`src/rtl/stg_pkg.sv`:
```
// ----------------------------------------------------------------------------
// Sine tone generator package
// Shared constants, payload types and the quarter-wave sine table.
// ----------------------------------------------------------------------------
`default_nettype none

package stg_pkg;

  // Audio and phase accumulator configuration.
  localparam int unsigned SampleRate   = 16000;
  localparam int unsigned QuarterDepth = 256;
  localparam int unsigned PhaseBits    = 32;
  localparam int unsigned QuarterIdxW  = $clog2(QuarterDepth);
  localparam int unsigned MsPerSecond  = 1000;
  localparam int unsigned Peak         = 32767;
  localparam int unsigned FullGain     = 256;

  // Widths of the sample counter and of the two quotients.
  localparam int unsigned CountW     = 21;
  localparam int unsigned StepQuotW  = 17;
  localparam int unsigned CountQuotW = 23;

  // The phase step is f * 2^PhaseBits / SampleRate, split into whole and fraction.
  localparam logic [63:0] PhaseOne  = 64'd1 << PhaseBits;
  localparam logic [31:0] StepWhole = 32'(PhaseOne / SampleRate);
  localparam logic [31:0] StepFrac  = 32'(PhaseOne % SampleRate);
  localparam logic [31:0] HalfRate  = 32'(SampleRate / 2);

  // Pi/2 in Q60.
  localparam logic [63:0] HalfPiQ60 = 64'h1921FB54442D1847;

  typedef enum logic {
    MODE_TONE = 1'b0,
    MODE_TICK = 1'b1
  } mode_e;

  typedef struct packed {
    mode_e       mode;
    logic [15:0] tone_frequency;
    logic [15:0] duration_ms;
    logic [8:0]  volume;
  } in_item_t;

  typedef struct packed {
    logic signed [15:0] sample;
    logic               playing;
    logic               last_sample;
  } out_item_t;

  // What the state stage hands to the sample shaper.
  typedef struct packed {
    logic                   active;
    logic                   last;
    logic [1:0]             quadrant;
    logic [QuarterIdxW-1:0] index;
    logic [8:0]             gain;
  } lookup_t;

  // Load enables for a two-register section of the pipeline.
  typedef struct packed {
    logic first;
    logic second;
  } pipe_en_t;

  typedef logic [QuarterDepth-1:0][14:0] quarter_tab_t;

  // floor(a * b / 2^60), kept to 64 bits.
  function automatic logic [63:0] mul_q60(logic [63:0] a, logic [63:0] b);
    logic [127:0] prod;
    prod = {64'd0, a} * {64'd0, b};
    return prod[123:60];
  endfunction

  // floor(num / den) by shift and subtract, one quotient bit per step.
  // The divisor is small, so the partial remainder never overflows.
  function automatic logic [63:0] div_small(logic [63:0] num, logic [63:0] den);
    logic [63:0] quot;
    logic [63:0] rem;
    quot = '0;
    rem  = '0;
    for (int i = 63; i >= 0; i--) begin
      rem = {rem[62:0], num[i]};
      if (rem >= den) begin
        rem     = rem - den;
        quot[i] = 1'b1;
      end
    end
    return quot;
  endfunction

  // round(32767 * sin(pi/2 * k / QuarterDepth)) by a Q60 Taylor series.
  function automatic logic [14:0] sine_entry(int unsigned k);
    logic [63:0] kk;
    logic [63:0] x;
    logic [63:0] x2;
    logic [63:0] sum;
    logic [63:0] term;
    logic [63:0] den;
    logic [63:0] rounded;
    int unsigned n;
    kk   = 64'(k);
    x    = (HalfPiQ60 / QuarterDepth) * kk + ((HalfPiQ60 % QuarterDepth) * kk) / QuarterDepth;
    x2   = mul_q60(x, x);
    sum  = x;
    term = x;
    for (n = 1; n < 40; n++) begin
      if (term != 64'd0) begin
        den  = 64'(2 * n) * 64'(2 * n + 1);
        term = div_small(mul_q60(term, x2), den);
        if (n[0]) begin
          sum = sum - term;
        end else begin
          sum = sum + term;
        end
      end
    end
    rounded = mul_q60(sum, 64'(2 * Peak)) + 64'd1;
    return 15'(rounded >> 1);
  endfunction

  function automatic quarter_tab_t build_quarter_tab();
    quarter_tab_t tab;
    for (int unsigned k = 0; k < QuarterDepth; k++) begin
      tab[k] = sine_entry(k);
    end
    return tab;
  endfunction

  localparam quarter_tab_t SineQuarter = build_quarter_tab();

endpackage

`default_nettype wire

```
`src/rtl/stg_cdiv.sv`:
```
// ----------------------------------------------------------------------------
// Constant divider
// Two-stage reciprocal division of a 32-bit value by a fixed divisor.
// ----------------------------------------------------------------------------
`default_nettype none

module stg_cdiv
  import stg_pkg::*;
#(
  parameter int unsigned DIVISOR = SampleRate,
  parameter int unsigned QUOT_W  = StepQuotW
) (
  input  wire logic              clk_i,
  input  pipe_en_t               en_i,
  input  wire logic [31:0]       x_i,
  output logic      [QUOT_W-1:0] quot_o
);

  localparam logic [31:0] Recip  = 32'((64'd1 << 32) / DIVISOR);
  localparam logic [31:0] DivVal = 32'(DIVISOR);

  logic [31:0]       x_est_q;
  logic [QUOT_W-1:0] est_q;
  logic [QUOT_W-1:0] est_d;
  logic [63:0]       recip_prod;
  logic [31:0]       x_prod_q;
  logic [QUOT_W-1:0] est_prod_q;
  logic [31:0]       prod_q;
  logic [31:0]       prod_d;
  logic [31:0]       rem;

  // Estimate: floor(x * floor(2^32 / D) / 2^32) is the quotient or one below it.
  assign recip_prod = 64'(x_i) * 64'(Recip);
  assign est_d      = QUOT_W'(recip_prod[63:32]);

  // Multiply the estimate back to find the remainder.
  assign prod_d = 32'(32'(est_q) * DivVal);

  always_ff @(posedge clk_i) begin
    if (en_i.first) begin
      x_est_q <= x_i;
      est_q   <= est_d;
    end
    if (en_i.second) begin
      x_prod_q   <= x_est_q;
      est_prod_q <= est_q;
      prod_q     <= prod_d;
    end
  end

  // One correction step brings the remainder below the divisor.
  assign rem    = x_prod_q - prod_q;
  assign quot_o = est_prod_q + QUOT_W'(rem >= DivVal);

endmodule

`default_nettype wire

```
`src/rtl/stg_shaper.sv`:
```
// ----------------------------------------------------------------------------
// Sample shaper
// Quarter-wave table lookup, gain scaling and sign for one sample.
// ----------------------------------------------------------------------------
`default_nettype none

module stg_shaper
  import stg_pkg::*;
(
  input  wire logic clk_i,
  input  pipe_en_t  en_i,
  input  lookup_t   lookup_i,
  output out_item_t result_o
);

  logic [QuarterIdxW-1:0] mirror_idx;
  logic [14:0]            tab_d;
  logic [14:0]            tab_q;
  logic                   neg_q;
  logic [8:0]             gain_q;
  logic                   active_q;
  logic                   last_q;
  logic [23:0]            scaled;
  logic [15:0]            mag;
  out_item_t              result_d;
  out_item_t              result_q;

  // Odd quadrants read the table backwards; index zero there is the peak.
  assign mirror_idx = QuarterIdxW'(~lookup_i.index + 1'b1);

  always_comb begin
    tab_d = '0;
    if (lookup_i.active) begin
      if (lookup_i.quadrant[0]) begin
        if (lookup_i.index == '0) begin
          tab_d = 15'(Peak);
        end else begin
          tab_d = SineQuarter[mirror_idx];
        end
      end else begin
        tab_d = SineQuarter[lookup_i.index];
      end
    end
  end

  // Scale by the gain, truncate the magnitude, then apply the sign.
  assign scaled = 24'(tab_q) * 24'(gain_q);
  assign mag    = scaled[23:8];

  always_comb begin
    result_d.sample      = neg_q ? (16'sd0 - $signed(mag)) : $signed(mag);
    result_d.playing     = active_q;
    result_d.last_sample = last_q;
  end

  always_ff @(posedge clk_i) begin
    if (en_i.first) begin
      tab_q    <= tab_d;
      neg_q    <= lookup_i.quadrant[1];
      gain_q   <= lookup_i.gain;
      active_q <= lookup_i.active;
      last_q   <= lookup_i.last;
    end
    if (en_i.second) begin
      result_q <= result_d;
    end
  end

  assign result_o = result_q;

endmodule

`default_nettype wire

```
`src/rtl/sine_tone_generator_unit.sv`:
```
// A sine tone generator built on direct digital synthesis. A tone request
// (mode 0) sets the frequency, the length in milliseconds and the gain, and
// returns no result; every sample tick (mode 1) returns one 16-bit PCM sample,
// silence when no tone is active. The block takes one request per clock cycle
// while in_stall_o is low. Requests travel a seven-register pipeline, in
// which the tone request's phase step and sample count are divided by
// constants through a reciprocal multiply and a correction step over three
// stages, the phase and sample count live in stage four, and the table lookup
// and the gain multiply take the last two. A stalled output only holds the
// stages behind it that are full; empty stages keep filling.
// ----------------------------------------------------------------------------
// Sine tone generator top level
// Request pipeline, tone state and output handshake.
// ----------------------------------------------------------------------------
`default_nettype none

module sine_tone_generator_unit
  import stg_pkg::*;
(
  input  wire logic clk_i,
  input  wire logic rst_ni,
  input  wire logic in_valid_i,
  output logic      in_stall_o,
  input  in_item_t  in_data_i,
  output logic      out_valid_o,
  input  wire logic out_stall_i,
  output out_item_t out_data_o
);

  localparam logic [CountQuotW-1:0] CountMax = CountQuotW'((1 << CountW) - 1);

  // Stage valid bits and the ready chain.
  logic v1_q, v2_q, v3_q, v4_q, v5_q, v6_q, v7_q;
  logic rdy1, rdy2, rdy3, rdy4, rdy5, rdy6, rdy7;

  // Stage payloads.
  in_item_t             in_q;
  mode_e                mode2_q, mode3_q, mode4_q;
  logic [PhaseBits-1:0] whole2_q, whole3_q, whole4_q;
  logic [8:0]           gain2_q, gain3_q, gain4_q;
  logic [31:0]          step_x2_q, count_x2_q;
  lookup_t              lookup_q, lookup_d;

  // First-stage products.
  logic [47:0]          whole_prod;
  logic [PhaseBits-1:0] whole_d;
  logic [31:0]          step_x_d;
  logic [31:0]          count_x_d;
  logic [8:0]           gain_d;

  // Divider results and the new tone settings.
  logic [StepQuotW-1:0]  step_quot;
  logic [CountQuotW-1:0] count_quot;
  logic [PhaseBits-1:0]  step_new;
  logic [CountW-1:0]     count_new;

  // Tone state.
  logic [PhaseBits-1:0] phase_acc_q, phase_acc_d;
  logic [PhaseBits-1:0] phase_step_q, phase_step_d;
  logic [CountW-1:0]    samples_left_q, samples_left_d;
  logic [8:0]           tone_gain_q, tone_gain_d;
  logic                 fire4;

  pipe_en_t div_en;
  pipe_en_t shape_en;

  // A stage may load when it is empty or its content moves on; a tone request
  // leaves the pipeline at the state stage.
  assign rdy7 = !v7_q || !out_stall_i;
  assign rdy6 = !v6_q || rdy7;
  assign rdy5 = !v5_q || rdy6;
  assign rdy4 = !v4_q || (mode4_q == MODE_TONE) || rdy5;
  assign rdy3 = !v3_q || rdy4;
  assign rdy2 = !v2_q || rdy3;
  assign rdy1 = !v1_q || rdy2;
  assign fire4 = v4_q && rdy4;

  assign in_stall_o  = !rdy1;
  assign out_valid_o = v7_q;

  always_ff @(posedge clk_i or negedge rst_ni) begin
    if (!rst_ni) begin
      v1_q <= 1'b0;
      v2_q <= 1'b0;
      v3_q <= 1'b0;
      v4_q <= 1'b0;
      v5_q <= 1'b0;
      v6_q <= 1'b0;
      v7_q <= 1'b0;
    end else begin
      if (rdy1) begin
        v1_q <= in_valid_i;
      end
      if (rdy2) begin
        v2_q <= v1_q;
      end
      if (rdy3) begin
        v3_q <= v2_q;
      end
      if (rdy4) begin
        v4_q <= v3_q;
      end
      if (rdy5) begin
        v5_q <= v4_q && (mode4_q == MODE_TICK);
      end
      if (rdy6) begin
        v6_q <= v5_q;
      end
      if (rdy7) begin
        v7_q <= v6_q;
      end
    end
  end

  // Whole part of the phase step, the fraction to be rounded, the sample
  // count numerator and the saturated gain.
  assign whole_prod = 48'(in_q.tone_frequency) * 48'(StepWhole);
  assign whole_d    = whole_prod[PhaseBits-1:0];
  assign step_x_d   = 32'(32'(in_q.tone_frequency) * StepFrac) + HalfRate;
  assign count_x_d  = 32'(32'(in_q.duration_ms) * 32'(SampleRate));
  assign gain_d     = (in_q.volume > 9'(FullGain)) ? 9'(FullGain) : in_q.volume;

  always_ff @(posedge clk_i) begin
    if (rdy1) begin
      in_q <= in_data_i;
    end
    if (rdy2) begin
      mode2_q    <= in_q.mode;
      whole2_q   <= whole_d;
      gain2_q    <= gain_d;
      step_x2_q  <= step_x_d;
      count_x2_q <= count_x_d;
    end
    if (rdy3) begin
      mode3_q  <= mode2_q;
      whole3_q <= whole2_q;
      gain3_q  <= gain2_q;
    end
    if (rdy4) begin
      mode4_q  <= mode3_q;
      whole4_q <= whole3_q;
      gain4_q  <= gain3_q;
    end
    if (rdy5) begin
      lookup_q <= lookup_d;
    end
  end

  // Rounded fraction of the phase step and the length in samples.
  assign div_en.first  = rdy3;
  assign div_en.second = rdy4;

  stg_cdiv #(
    .DIVISOR(SampleRate),
    .QUOT_W (StepQuotW)
  ) u_step_div (
    .clk_i (clk_i),
    .en_i  (div_en),
    .x_i   (step_x2_q),
    .quot_o(step_quot)
  );

  stg_cdiv #(
    .DIVISOR(MsPerSecond),
    .QUOT_W (CountQuotW)
  ) u_count_div (
    .clk_i (clk_i),
    .en_i  (div_en),
    .x_i   (count_x2_q),
    .quot_o(count_quot)
  );

  assign step_new  = whole4_q + PhaseBits'(step_quot);
  assign count_new = (count_quot > CountMax) ? CountW'(CountMax) : count_quot[CountW-1:0];

  // Tone state: a request reloads it, an active tick advances it.
  always_comb begin
    phase_acc_d    = phase_acc_q;
    phase_step_d   = phase_step_q;
    samples_left_d = samples_left_q;
    tone_gain_d    = tone_gain_q;
    if (fire4) begin
      if (mode4_q == MODE_TONE) begin
        phase_step_d   = step_new;
        phase_acc_d    = '0;
        samples_left_d = count_new;
        tone_gain_d    = gain4_q;
      end else if (samples_left_q != '0) begin
        phase_acc_d    = phase_acc_q + phase_step_q;
        samples_left_d = samples_left_q - 1'b1;
      end
    end
  end

  always_ff @(posedge clk_i or negedge rst_ni) begin
    if (!rst_ni) begin
      phase_acc_q    <= '0;
      phase_step_q   <= '0;
      samples_left_q <= '0;
      tone_gain_q    <= '0;
    end else begin
      phase_acc_q    <= phase_acc_d;
      phase_step_q   <= phase_step_d;
      samples_left_q <= samples_left_d;
      tone_gain_q    <= tone_gain_d;
    end
  end

  // Quadrant and table index come from the top phase bits.
  always_comb begin
    lookup_d.active   = (samples_left_q != '0);
    lookup_d.last     = (samples_left_q == CountW'(1));
    lookup_d.quadrant = phase_acc_q[PhaseBits-1 -: 2];
    lookup_d.index    = phase_acc_q[PhaseBits-3 -: QuarterIdxW];
    lookup_d.gain     = tone_gain_q;
  end

  // Table lookup and scaling into the output register.
  assign shape_en.first  = rdy6;
  assign shape_en.second = rdy7;

  stg_shaper u_shaper (
    .clk_i   (clk_i),
    .en_i    (shape_en),
    .lookup_i(lookup_q),
    .result_o(out_data_o)
  );

endmodule

`default_nettype wire

```
`config.mk`:
```
export PLATFORM = sky130hd
export DESIGN_NAME = sine_tone_generator_unit
export DESIGN_NICKNAME = d
export VERILOG_FILES = /design/src/rtl/stg_pkg.sv /design/src/rtl/stg_cdiv.sv /design/src/rtl/stg_shaper.sv /design/src/rtl/sine_tone_generator_unit.sv
export SDC_FILE = /design/constraint.sdc
export NUM_CORES = 2
export LEC_CHECK = 0
export BUFFER_PORTS_ARGS = -buffer_cell sky130_fd_sc_hd__buf_2
export CAP_MARGIN = 10
export CORE_ASPECT_RATIO = 1.4
export CORE_MARGIN = 3
export CORE_UTILIZATION = 53
export CTS_CLUSTER_SIZE = 12
export DETAILED_ROUTE_END_ITERATION = 16
export HOLD_SLACK_MARGIN = 0.02
export PLACE_DENSITY_LB_ADDON = 0.08
export SETUP_SLACK_MARGIN = 0.05
export SYNTH_ARGS = -nofsm -noshare
export SYNTH_HDL_FRONTEND = slang
export SYNTH_SLANG_ARGS = --single-unit
export TNS_END_PERCENT = 1
```
`constraint.sdc`:
```
create_clock -name clk_i -period 7.6 [get_ports clk_i]
set_clock_uncertainty 0.1 [all_clocks]
set_input_delay 1.14 -clock clk_i [delete_from_list [all_inputs] [get_ports clk_i]]
set_output_delay 1.14 -clock clk_i [all_outputs]
set_load 0.02 [all_outputs]
```
== Yosys cells after proc, flatten, opt, wreduce, memory -nomap -nowiden ==
Memories as Yosys holds them, arrays and structs flattened. A register that Yosys moved wholly into a read port is not among the register bits.
Cells that the tools add are included.
Word-level totals
  bits in read-only memories: 7680
  register bits: 633
  memories: 2
  RAM bits: 0
  input port bits: 46
  bits in latches: 0
Cells by class
  reduce and logical (&&, ||, !) cells: 23
  add/subtract/negate cells: 10
  shifts and indexed selects: 0
  multiply operators: 8
  div/mod/pow operators: 0
  equal/unequal tests: 2
  bitwise gates (word level): 2
  mux-type cells: 11
  magnitude comparators: 6
Memories
  (name not given): words 256, width 15, read ports 1, clocked after Yosys merged registers in 0, write ports 0, RTL line stg_shaper.sv:38  | tab_d = SineQuarter[mirror_idx];
  (name not given): words 256, width 15, read ports 1, clocked after Yosys merged registers in 1, write ports 0, RTL line stg_shaper.sv:41  | tab_d = SineQuarter[lookup_i.index];
Operators by type and width (number)
  32-bit two-way mux: 2
  21-bit two-way mux: 3
  15-bit two-way mux: 4
  32-bit by 19-bit multiplier with 49-bit output, second input constant: 1
  23-bit by 23-bit multiplier with 46-bit output, second input constant: 1
  32-bit by 17-bit adder with 32-bit output: 1
  32-bit adder: 1
  32-bit by 10-bit greater-or-equal comparator with 1-bit output, second input constant: 1
  32-bit by 14-bit greater-or-equal comparator with 1-bit output, second input constant: 1
  16-bit by 19-bit multiplier with 32-bit output, second input constant: 1
  30-bit by 32-bit subtractor with 32-bit output: 1
  32-bit by 31-bit subtractor with 32-bit output: 1
  29-bit by 13-bit adder with 30-bit output, second input constant: 1
  23-bit by 7-bit multiplier with 29-bit output, second input constant: 1
  15-bit by 9-bit multiplier with 24-bit output: 1
  17-bit by 7-bit multiplier with 24-bit output, second input constant: 1
  23-bit by 1-bit adder with 23-bit output: 1
  23-bit by 21-bit greater-than comparator with 1-bit output, second input constant: 1
  16-bit by 7-bit multiplier with 23-bit output, second input constant: 1
  16-bit by 6-bit multiplier with 22-bit output, second input constant: 1
  21-bit by 1-bit == test with 1-bit output, second input constant: 1
  21-bit nonzero test: 1
  21-bit by 1-bit subtractor with 21-bit output, second input constant: 1
  8-bit by 9-bit less-than comparator with 1-bit output, second input constant: 2
  14 further kinds: 31

== Depth between registers and ports, before layout ==
  depth after elaboration: 9
  mapped depth: 29

== Cells and area by module ==
A second synthesis with hierarchy kept.
Second synthesis, totals
  cells, all modules: 7311
  area total of the unflattened synthesis: 72186.7 um^2
By module, submodules not included
  sine_tone_generator_unit: times used 1, cells an instance 2005, area an instance 22656.7 um^2
  stg_cdiv at u_count_div: times used 1, cells an instance 1913, area an instance 20342.0 um^2
  stg_cdiv at u_step_div: times used 1, cells an instance 1433, area an instance 14930.6 um^2
  stg_shaper: times used 1, cells an instance 1960, area an instance 14257.4 um^2

== Least setup slack after synthesis ==
Ideal clock, no wire load.
  kind: input-to-reg
  start point: input port out_stall_i
  end point: register gain4_q[0], enable pin
  setup slack: 1029 ps
  stages on the path: 4
  path buffers: 1
  data arrival time: 5945 ps
  path through: nand4_1 clkbuf_1 nor2_1 inv_1
Between the ends
  word-level cells in the longest chain between the ends: 5
RTL lines
  start: declaration: RTL line sine_tone_generator_unit.sv:26  | input wire logic out_stall_i,
  1-bit logical NOT: RTL line sine_tone_generator_unit.sv:69  | assign rdy7 = !v7_q || !out_stall_i;
  1-bit logical OR: RTL line sine_tone_generator_unit.sv:69
  1-bit logical OR: RTL line sine_tone_generator_unit.sv:70  | assign rdy6 = !v6_q || rdy7;
  1-bit logical OR: RTL line sine_tone_generator_unit.sv:71  | assign rdy5 = !v5_q || rdy6;
  1-bit logical OR: RTL line sine_tone_generator_unit.sv:72  | assign rdy4 = !v4_q || (mode4_q == MODE_TONE) || rdy5;
  via rdy4: RTL line sine_tone_generator_unit.sv:34  | logic rdy1, rdy2, rdy3, rdy4, rdy5, rdy6, rdy7;
  end signal: assignment: RTL line sine_tone_generator_unit.sv:142  | gain4_q <= gain3_q;
  end: declaration: RTL line sine_tone_generator_unit.sv:40  | logic [8:0] gain2_q, gain3_q, gain4_q;
The timed path passes the listed nets, and every way through them passes these cells.
A chain may end at the register's enable or synchronous reset.

== Final worst setup path ==
  start point: register count_x2_q[14]
  end point: register u_count_div.est_q[19], data pin
Between the ends
  word-level cells in the longest chain between the ends: 1
RTL lines
  start: declaration: RTL line sine_tone_generator_unit.sv:41  | logic [31:0] step_x2_q, count_x2_q;
  start signal: assignment: RTL line sine_tone_generator_unit.sv:132  | count_x2_q <= count_x_d;
  23-bit by 23-bit multiplier with 46-bit output: RTL line stg_cdiv.sv:33  | assign recip_prod = 64'(x_i) * 64'(Recip);
  via u_count_div.est_d[19]: RTL line stg_cdiv.sv:24  | logic [QUOT_W-1:0] est_d;
  end signal: assignment: RTL line stg_cdiv.sv:42  | est_q <= est_d;
  end: declaration: RTL line stg_cdiv.sv:23  | logic [QUOT_W-1:0] est_q;
The timed path passes the listed nets, and every way through them passes these cells.

==> results.cfg <==
[run_status]
status = complete, no violations

[clock_tree]
cts_max_path_buffers = 3
htree_levels = 3
clock_latency_ps = 640
cts_setup_buffers = 0
cts_tree = done
cts_hold_buf = 0
cts.sinks = 610
cts_buffers = 69
clkTransAtPathRegs_ps = 60
root_buffer = clkbuf_16
post_cts_resized = 0

[critical_path]
regToRegSetupSlack_ps = 620
path_max_fanout = 10
path_cells = ha_1, ha_1, fa_1, inv_1, fa_1, inv_1, fa_1, inv_1, fa_1, fa_1, inv_1, ha_1, nand3_1, nor2_1, nand2_1, o211ai_1, a21oi_1, o32ai_1, o21ai_0, a21boi_0, o21a_1, nor2_1
worst_setup_path_start_kind = flop
worstPathRequired_ps = 7880
crit_top_cell = fa_1
end_kind = flop
critPathSlowestCell = edfxtp_1
critPathTopFamily = adder cells
r2r_cells = 22
cpPeakStageDelay_ps = 780
r2r_end = u_count_div.est_q[19]
r2r_start = count_x2_q[14]
cp_data_arrival_time_ps = 7260
path_class = flop to flop
crit_buf_inv = 4

[detailed_routing]
dr.pass1.iters = 6
drt_iter0_markers = 3155
routedWlPerCell_um = 20.0
vias = 47339
drc_errors = 0
vias_per_cell = 5.82
drt-total-wl_um = 163000
ant_nets = 0

[synthesis]
ys_ff_latch = 610
yosysWarnings = 0
synth.distinct_cells = 91
ys_seq_area_frac = 0.273
synth_top_family_by_area = adder cells
async_flop_share = 0.166
syn_area_um2 = 64700
muxShareOfSynthArea = 0.00811
synth-simple-area-share = 0.0952
synth_edf_count = 494
ys.flop_type = edfxtp_1
syn_inst = 6506
yosys.area_share.xor_xnor = 0.0401
synth_fa_ha_area_frac = 0.365
synthesis.nets = 8084
syn_avg_cell_area_um2 = 9.94
synth_compound_area_frac = 0.147

[final_layout]
regArea_um2 = 17700
nets = 8058
syn2layout_area_growth_pct = 6.81
design_area_um2 = 69100
multi_input_area_um2 = 42500
drive_gt1_frac = 0.0513
fillers = 10682

[global_route]
antenna_found_initial = 3
overflow = 0
grt_use_met3 = 0.0276
grt_max_degree = 153
grt_use_met2 = 0.462
grt_usage = 0.265
grt_pass1_wl_um = 265000
grt_busiest_layer = met2
grt_pass1_vias = 48920
gr-usage-met1 = 0.329

[run]
drv_cap = 0

[sta]
post-route-period-util = 0.919
finalSetupTns_ps = 0
fmaxAchievable_ghz = 0.143
rsz0062_at_grt = false
hold_viol = 0
min_period_ps = 6980
setup_viol = 0
worst-slew-pin-transition_ps = 1050
slew_headroom = 0.303
whs_ps = 309
drv_slew = 0

[hold_path]
worst_hold_path_type = flop to flop
whs_path_depth = 0
hp-start = whole3_q[13]
worstHoldEndpoint = whole4_q[13]

[floorplan]
dieArea_um2 = 126000
die_w_um = 301
pin_count = 66
core_um2 = 121000
dieHeight_um = 419
floorplan.initialDensity = 0.534
row_count = 151

[placement]
placed_area_um2 = 66900
gp_congestion = 1.02
io_buffers = 65
hpwlAfterDp_um = 125000
layout by cell type, fill, tap and decap left out, types with 35 or more instances in the layout:
master	instances
a211oi_1	71
a21o_1	103
a21oi_1	411
a311oi_1	36
a31oi_1	63
and2_1	69
and3_1	35
buf_2	64
buf_4	84
clkbuf_16	72
dfrtp_1	101
edfxtp_1	494
fa_1	589
ha_1	942
inv_1	971
nand2_1	464
nand2b_1	46
nand3_1	118
nand4_1	37
nor2_1	314
nor2b_1	35
nor3_1	100
o211ai_1	67
o21a_1	47
o21ai_0	326
xnor2_1	182
xor2_1	106
state kept, by name, indices dropped and copies added (netlist names), 15 cells and up, named ones only:
register,count
phase_step_q,32
u_count_div.prod_q,29
whole2_q,32
count_x2_q,23
lookup_q,21
in_q,42
u_count_div.est_q,21
whole4_q,32
u_step_div.x_prod_q,22
step_x2_q,22
whole3_q,32
samples_left_q,21
u_count_div.x_est_q,23
u_step_div.x_est_q,22
phase_acc_q,32
u_count_div.x_prod_q,23
u_step_div.est_q,17
u_count_div.est_prod_q,19
u_step_div.prod_q,22
u_step_div.est_prod_q,17
u_shaper.result_o,18
u_shaper.tab_q,15
kinds of logic (layout without fill, tap and decap cells):
kind of cell,after synthesis,count (layout)
simple gates,1325,1325
compound gates,1470,1470
fa+ha+maj,1532,1532
xor+xnor,296,296
buf+inv,1228,1250
flops,610,610
other cells,0,2
mux,45,45
area by class of cell:
type | count | share of cell area
multi-input combinational | 4668 | 0.616
sequential | 610 | 0.256
inverter | 978 | 0.0532
tap | 1606 | 0.0291
clock buffer | 91 | 0.0276
timing repair buffer | 153 | 0.0152
clock inverter | 28 | 0.00303
antenna | 2 | 0.0000725
worst reg2reg max path: cells and delay by family, from the launching register on:
family                     cells  cell delay, ps
buffers and inverters          4             210
AOI/OAI and AO/OA              6            2030
adders and majority gates      8            3310
and+or+nand+nor                4             310
DFF                            1             780
synthesized netlist by cell type, types with 12 or more instances:
master     number  area [um^2]
inv_1         973         3650
ha_1          943        11800
fa_1          589        11800
edfxtp_1      494        14800
nand2_1       467         1750
a21oi_1       411         2060
o21ai_0       326         1630
nor2_1        315         1180
clkbuf_1      202          758
xnor2_1       187         1640
nand3_1       119          596
xor2_1        109          955
a21o_1        103          773
dfrtp_1       101         2530
nor3_1        100          500
a211oi_1       71          533
and2_1         69          432
o211ai_1       67          503
a31oi_1        63          394
o21a_1         47          353
nand2b_1       46          288
buf_1          44          165
nand4_1        37          231
a311oi_1       36          315
and3_1         35          219
nor2b_1        35          219
o22ai_1        33          206
a221oi_1       32          280
o31ai_1        32          240
o21bai_1       30          225
o311ai_0       26          228
o221ai_1       25          219
mux2i_1        22          220
or3_1          20          125
mux2_2         19          214
or2_2          17          106
a221o_1        15          150
dfxtp_1        15          300
nor4_1         15         93.8
a22o_1         13          114
nand3b_1       13         97.6
o2111ai_1      13          114
a2111oi_0      12          105
a21boi_0       12         90.1
metrics by stage:
stage / setup slack [ps] / util / cells
final: 616 / 0.570 / 8136
after global routing: 86.2 / 0.570 / 8134
after CTS: 632 / 0.570 / 8134
after detailed placement: 671 / 0.553 / 8015
after global placement: 699 / 0.553 / 8015
after floorplan: 1030 / - / 6506
routing by layer:
metal / routed length [um] / part of all wire
met1: 65800 / 0.40
met2: 81200 / 0.50
met3: 7600 / 0.047
met4: 8200 / 0.050
met5: 21 / 0.00013
worst max-delay path by stage:
stage	startpoint	depth (start not counted)	to	slack (ps)
2_1_floorplan	out_stall_i	4	gain4_q[0]	1030
4_1_cts	count_x2_q[23]	22	u_count_div.est_q[19]	630
6_report	count_x2_q[14]	22	u_count_div.est_q[19]	620
5_1_grt	u_step_div.est_prod_q[0]	27	phase_step_q[26]	90
3_5_place_dp	count_x2_q[23]	24	u_count_div.est_q[19]	670
3_3_place_gp	count_x2_q[27]	23	u_count_div.est_q[19]	700
Power is not shown: default switching activity piles up to over one toggle a cycle in this logic, so the estimate is an artifact.
